==> src/hw/rtl/r2b_pkg.sv <==
// ----------------------------------------------------------------------------
// r2b_pkg
// Shared constants, the pipeline payload type and bit-length helpers for the
// rational to binary64 rounder.
// ----------------------------------------------------------------------------
package r2b_pkg;

  localparam int NUM_W      = 96;   // numerator width
  localparam int DEN_W      = 63;   // denominator width
  localparam int NLEN_W     = 7;    // holds 0..NUM_W
  localparam int DLEN_W     = 6;    // holds 0..DEN_W
  localparam int SIG_W      = 53;   // significand with hidden bit
  localparam int QB_W       = SIG_W + 1;  // significand plus round bit
  localparam int STEPS      = 2;    // quotient bits per divider stage
  localparam int DIV_STAGES = QB_W / STEPS;
  localparam int EXP_W      = 9;    // signed unbiased exponent
  localparam int EXPF_W     = 11;   // biased exponent field
  localparam int EXP_BIAS   = 1023;
  localparam int RES_W      = 63;
  localparam int LATENCY    = DIV_STAGES + 3;

  typedef struct packed {
    logic [DEN_W-1:0]        rem;    // partial remainder, below div
    logic [DEN_W-1:0]        div;    // normalized divisor
    logic [QB_W-1:0]         feed;   // dividend bits still to bring down
    logic [QB_W-1:0]         quo;    // quotient bits so far
    logic signed [EXP_W-1:0] expo;
    logic                    zero;   // numerator is zero
    logic                    fail;   // denominator is zero
  } div_t;

  function automatic logic [NLEN_W-1:0] len_num(input logic [NUM_W-1:0] v);
    logic [NLEN_W-1:0] n;
    n = '0;
    for (int i = 0; i < NUM_W; i++) begin
      if (v[i]) n = NLEN_W'(i + 1);
    end
    return n;
  endfunction

  function automatic logic [DLEN_W-1:0] len_den(input logic [DEN_W-1:0] v);
    logic [DLEN_W-1:0] n;
    n = '0;
    for (int i = 0; i < DEN_W; i++) begin
      if (v[i]) n = DLEN_W'(i + 1);
    end
    return n;
  endfunction

endpackage

==> src/hw/rtl/r2b_round.sv <==
// ----------------------------------------------------------------------------
// r2b_round
// Round to nearest even from the round bit and remainder, fix the carry out
// of the significand and pack the binary64 pattern.
// ----------------------------------------------------------------------------
module r2b_round
  import r2b_pkg::*;
(
  input  logic             clk,
  input  logic             rst_n,
  input  logic             in_vld,
  input  div_t             in_data,
  output logic             out_valid,
  output logic [RES_W-1:0] out_result_bits,
  output logic             out_failed
);

  logic             vld_r;
  logic [RES_W-1:0] res_r, res_nxt;
  logic             fail_r;

  logic [SIG_W-1:0]  qm;
  logic              inc;
  logic [SIG_W:0]    qs;
  logic [EXPF_W-1:0] efield;

  always_comb begin
    qm  = in_data.quo[QB_W-1:1];
    // round bit set and either a sticky remainder or an odd significand
    inc = in_data.quo[0] & ((in_data.rem != '0) | qm[0]);
    qs  = {1'b0, qm} + {{SIG_W{1'b0}}, inc};
    efield = EXPF_W'($signed({{(EXPF_W-EXP_W){in_data.expo[EXP_W-1]}}, in_data.expo})
             + $signed(EXPF_W'(EXP_BIAS))) + {{(EXPF_W-1){1'b0}}, qs[SIG_W]};
    if (in_data.fail || in_data.zero) res_nxt = '0;
    else res_nxt = {efield, qs[SIG_W-2:0]};
  end

  always_ff @(posedge clk) begin
    if (!rst_n) vld_r <= 1'b0;
    else vld_r <= in_vld;
  end

  always_ff @(posedge clk) begin
    res_r  <= res_nxt;
    fail_r <= in_data.fail;
  end

  assign out_valid       = vld_r;
  assign out_result_bits = res_r;
  assign out_failed      = fail_r;

endmodule

==> config.mk <==
export PLATFORM = sky130hd
export DESIGN_NAME = r2b_round
export DESIGN_NICKNAME = d
export VERILOG_FILES = /design/src/hw/rtl/r2b_pkg.sv /design/src/hw/rtl/r2b_round.sv
export SDC_FILE = /design/constraint.sdc
export NUM_CORES = 1
export LEC_CHECK = 0
export BUFFER_PORTS_ARGS = -buffer_cell sky130_fd_sc_hd__buf_2
export CORE_AREA = 2 2 122 124
export CTS_CLUSTER_DIAMETER = 200
export DETAILED_ROUTE_END_ITERATION = 16
export DIE_AREA = 0 0 124 126
export GPL_TIMING_DRIVEN = 0
export PLACE_DENSITY_LB_ADDON = 0.2
export SKIP_LAST_GASP = 1
export SYNTH_ARGS = -nofsm -noshare
export SYNTH_HDL_FRONTEND = slang
export SYNTH_SLANG_ARGS = --single-unit
==> constraint.sdc <==
create_clock -name clk -period 3.28 [get_ports clk]
set_input_delay 0.656 -clock clk [delete_from_list [all_inputs] [get_ports clk]]
set_output_delay 0.656 -clock clk [all_outputs]
set_load 0.01 [all_outputs]
==> summary.md <==
| Metric | Value |
|---|---|
| Status | `finished clean` |
| Pre-CTS setup slack | `-0.341 ns` |
| Worst hold path startpoint | `in_data[0]` |
| Max VDD drop | `0.235 mV` |
| Largest family of logic cells by synthesized area | `simple AND/OR/NAND/NOR gates` |
| Synth area leader | `dfxtp_1` |
| Worst Tran Pin Value | `0.773 ns` |
| Final period util | `0.901` |
| Yosys warnings | `0` |
| FP Rows | `44` |
| Routability cong. | `0.771` |
| Nets@finish | `808` |
| Worst hold path type | `input pin to register` |
| Vias/cell | `4.46` |
| Setup TNS | `0 ns` |
| Total grt overflow | `0` |
| Startpoint Class | `input pin` |
| DRT iter0 DRCs | `112` |
| Die area | `15600 µm²` |
| Final Util | `0.314` |
| CTS max path bufs | `2` |
| Design Power | `2.11 mW` |
| Sequential-to-total area share from yosys stat | `0.438` |
| Synth Instances | `351` |
| Initial Util | `0.208` |
| Post-Synth Adder-Cell Area | `0.0126` |
| Post-synth EDFFs | `0` |
| Area share of the leading cell type in the synthesized netlist | `0.438` |
| Die Height | `126 µm` |
| Final setup fails | `0` |
| Inserted Diodes | `0` |
| Post-route design area | `4500 µm²` |
| Largest net degree at the start of global routing | `12` |
| CTS tree | `built` |
| Complex-gate fraction of the synthesized area | `0.0669` |
| Critical path arrival | `3.16 ns` |
| Most common flop cell mapped by yosys | `dfxtp_1` |
| First-pass GRT wire length | `16.6 mm` |
| Leakage | `1.96 nW` |
| Ranking of synthesized cells by area | `dfxtp_1 (44%), nor2_1 (6.6%), xnor2_1 (6.2%)` |
| Area of the mapped netlist | `2970 µm²` |
| Area grow syn2layout | `51.3%` |
| Max_cap viols | `0` |
| Port buffer count | `195` |
| Pwr dens | `470 nW/µm²` |
| XOR/XNOR Fraction of Synth Area | `0.118` |
| Maximum fanout along the worst path | `8` |
| Synth async-reset ratio | `0` |
| Non-Filler Instances | `746` |
| Fraction of layout cells with a size suffix above 1 | `0.386` |
| DRC viols | `0` |
| Vias in the first global route | `3293` |
| TritonRoute pass-1 iters | `5` |
| Routed Antenna Nets | `0` |
| Max Clock Freq | `338 MHz` |
| #FFs+latches synth | `65` |
| Syn nets | `602` |
| Most frequent cells in the layout | `buf_2 (196), dfxtp_1 (65), nor2_1 (52), nor4_1 (24), nand4_1 (22)` |
| Mux cell area share after synthesis | `0` |
| Die W | `124 µm` |
| Final hold violations | `0` |
| Hold_ws | `0.430 ns` |
| HPWL after DPL | `8.73 mm` |
| TritonCTS Buffers | `9` |
| Tot GR Track Use | `0.141` |
| Commonest non-fill, non-tap cell in the layout | `buf_2` |
| Core Area | `14300 µm²` |
| CP endpoint kind | `register` |
| Postcts setup bufs | `0` |
| Avg Inst Size Synth | `8.47 µm²` |
| Count of cell types in the netlist | `33` |
| Rel. slew slack | `0.483` |
| Placed cell count | `730` |
| Setup ws final | `0.324 ns` |
| Critical setup path kind | `input pin to register` |
| CTS sink count | `65` |
| Worst Hold Depth | `1` |
| Wire per inst | `14.4 µm` |
| Slew Limit Fails | `0` |
| Initial antenna violation count | `0` |
| Placed cell area | `4180 µm²` |
| Hold EP | `out_failed$_DFF_P_` |
| Data required, critical path | `3.48 ns` |
| Hold Buf Count CTS | `0` |
| Drt total wl | `10.7 mm` |
| Htree depth | `3` |
| Root Driver | `clkbuf_16` |
| Synth Area in Simple Gates | `0.345` |
| CTS clk-pin slew, worst paths | `0.06 ns` |
| Via count | `3330` |
| Filler cells | `1579` |
| RSZ-0062 raised after global routing | `no` |
| Final worst path period need | `2.96 ns` |
| IO Pins | `313` |
| CTS resizes | `0` |
[routing by layer]
| metal | GRT usage | share of wire | up-vias |
|---|---|---|---|
| li1 | - | - | 1683 |
| met1 | 0.181 | 0.46 | 1496 |
| met2 | 0.214 | 0.43 | 141 |
| met3 | 0.0562 | 0.099 | 10 |
| met4 | 0.0509 | 0.015 | 0 |
| met5 | 0 | 0 | - |
[layout make-up]
type / count / area, µm² / share of cell area
buffer: 10 / 38.8 / 0.00863
inverter: 5 / 18.8 / 0.00417
sequential: 65 / 1300 / 0.289
clock inverter: 6 / 82.6 / 0.0184
clock buffer: 10 / 229 / 0.0509
multi-input combinational: 271 / 1620 / 0.360
timing repair buffer: 195 / 976 / 0.217
tap: 184 / 230 / 0.0512
[how the worst max path moves through the flow]
stage / start / endpoint / slack, ns
floorplan: in_data[16] / out_result_bits[56]$_SDFF_PP0_ / 0.66
global placement: in_data[16] / out_result_bits[56]$_SDFF_PP0_ / -0.28
detailed placement: in_data[16] / out_result_bits[56]$_SDFF_PP0_ / -0.34
CTS: in_data[16] / out_result_bits[56]$_SDFF_PP0_ / 0.02
global route: in_data[36] / out_result_bits[56]$_SDFF_PP0_ / 0.03
finish: in_data[36] / out_result_bits[56]$_SDFF_PP0_ / 0.32
[logic make-up after synthesis]
family,after synthesis
compound gates,38
xor+xnor,40
fa+ha+maj,3
buf+inv,15
flops,65
simple gates,190
[cell usage after synthesis, drive strengths merged, types with 2 or more instances]
master	instances
ha	3
xor2	19
nand2	21
nor2	52
and2	3
nand3	18
and3	7
nor3	10
clkbuf	9
or3	17
o21ai	16
o31ai	2
a21oi	18
inv	5
or4	3
and4	5
dfxtp	65
nor4b	2
xnor2	21
nand4	23
nor4	25
[critical path, cell delays in order]
cell     delay (ns)
buf_2          0.15
nand4_2        0.20
nor4_2         0.55
nand4_1        0.40
nor2_1         0.20
nand3_1        0.12
ha_1           0.23
ha_1           0.24
inv_1          0.08
or3_1          0.12
xor2_1         0.15
nor2_1         0.06
[power breakdown]
group / switching (mW) / internal, mW / total (mW) / leakage (nW)
combinational: 0.139 / 0.117 / 0.256 / 1.28
clock: 0.363 / 0.661 / 1.02 / 0.152
sequential: 0.00824 / 0.823 / 0.832 / 0.534
[state kept, by name, indices dropped and copies added (netlist names)]
signal	count
out_failed	1
out_result_bits	63
out_valid	1
No activity file was read; power rests on OpenSTA's default activity.
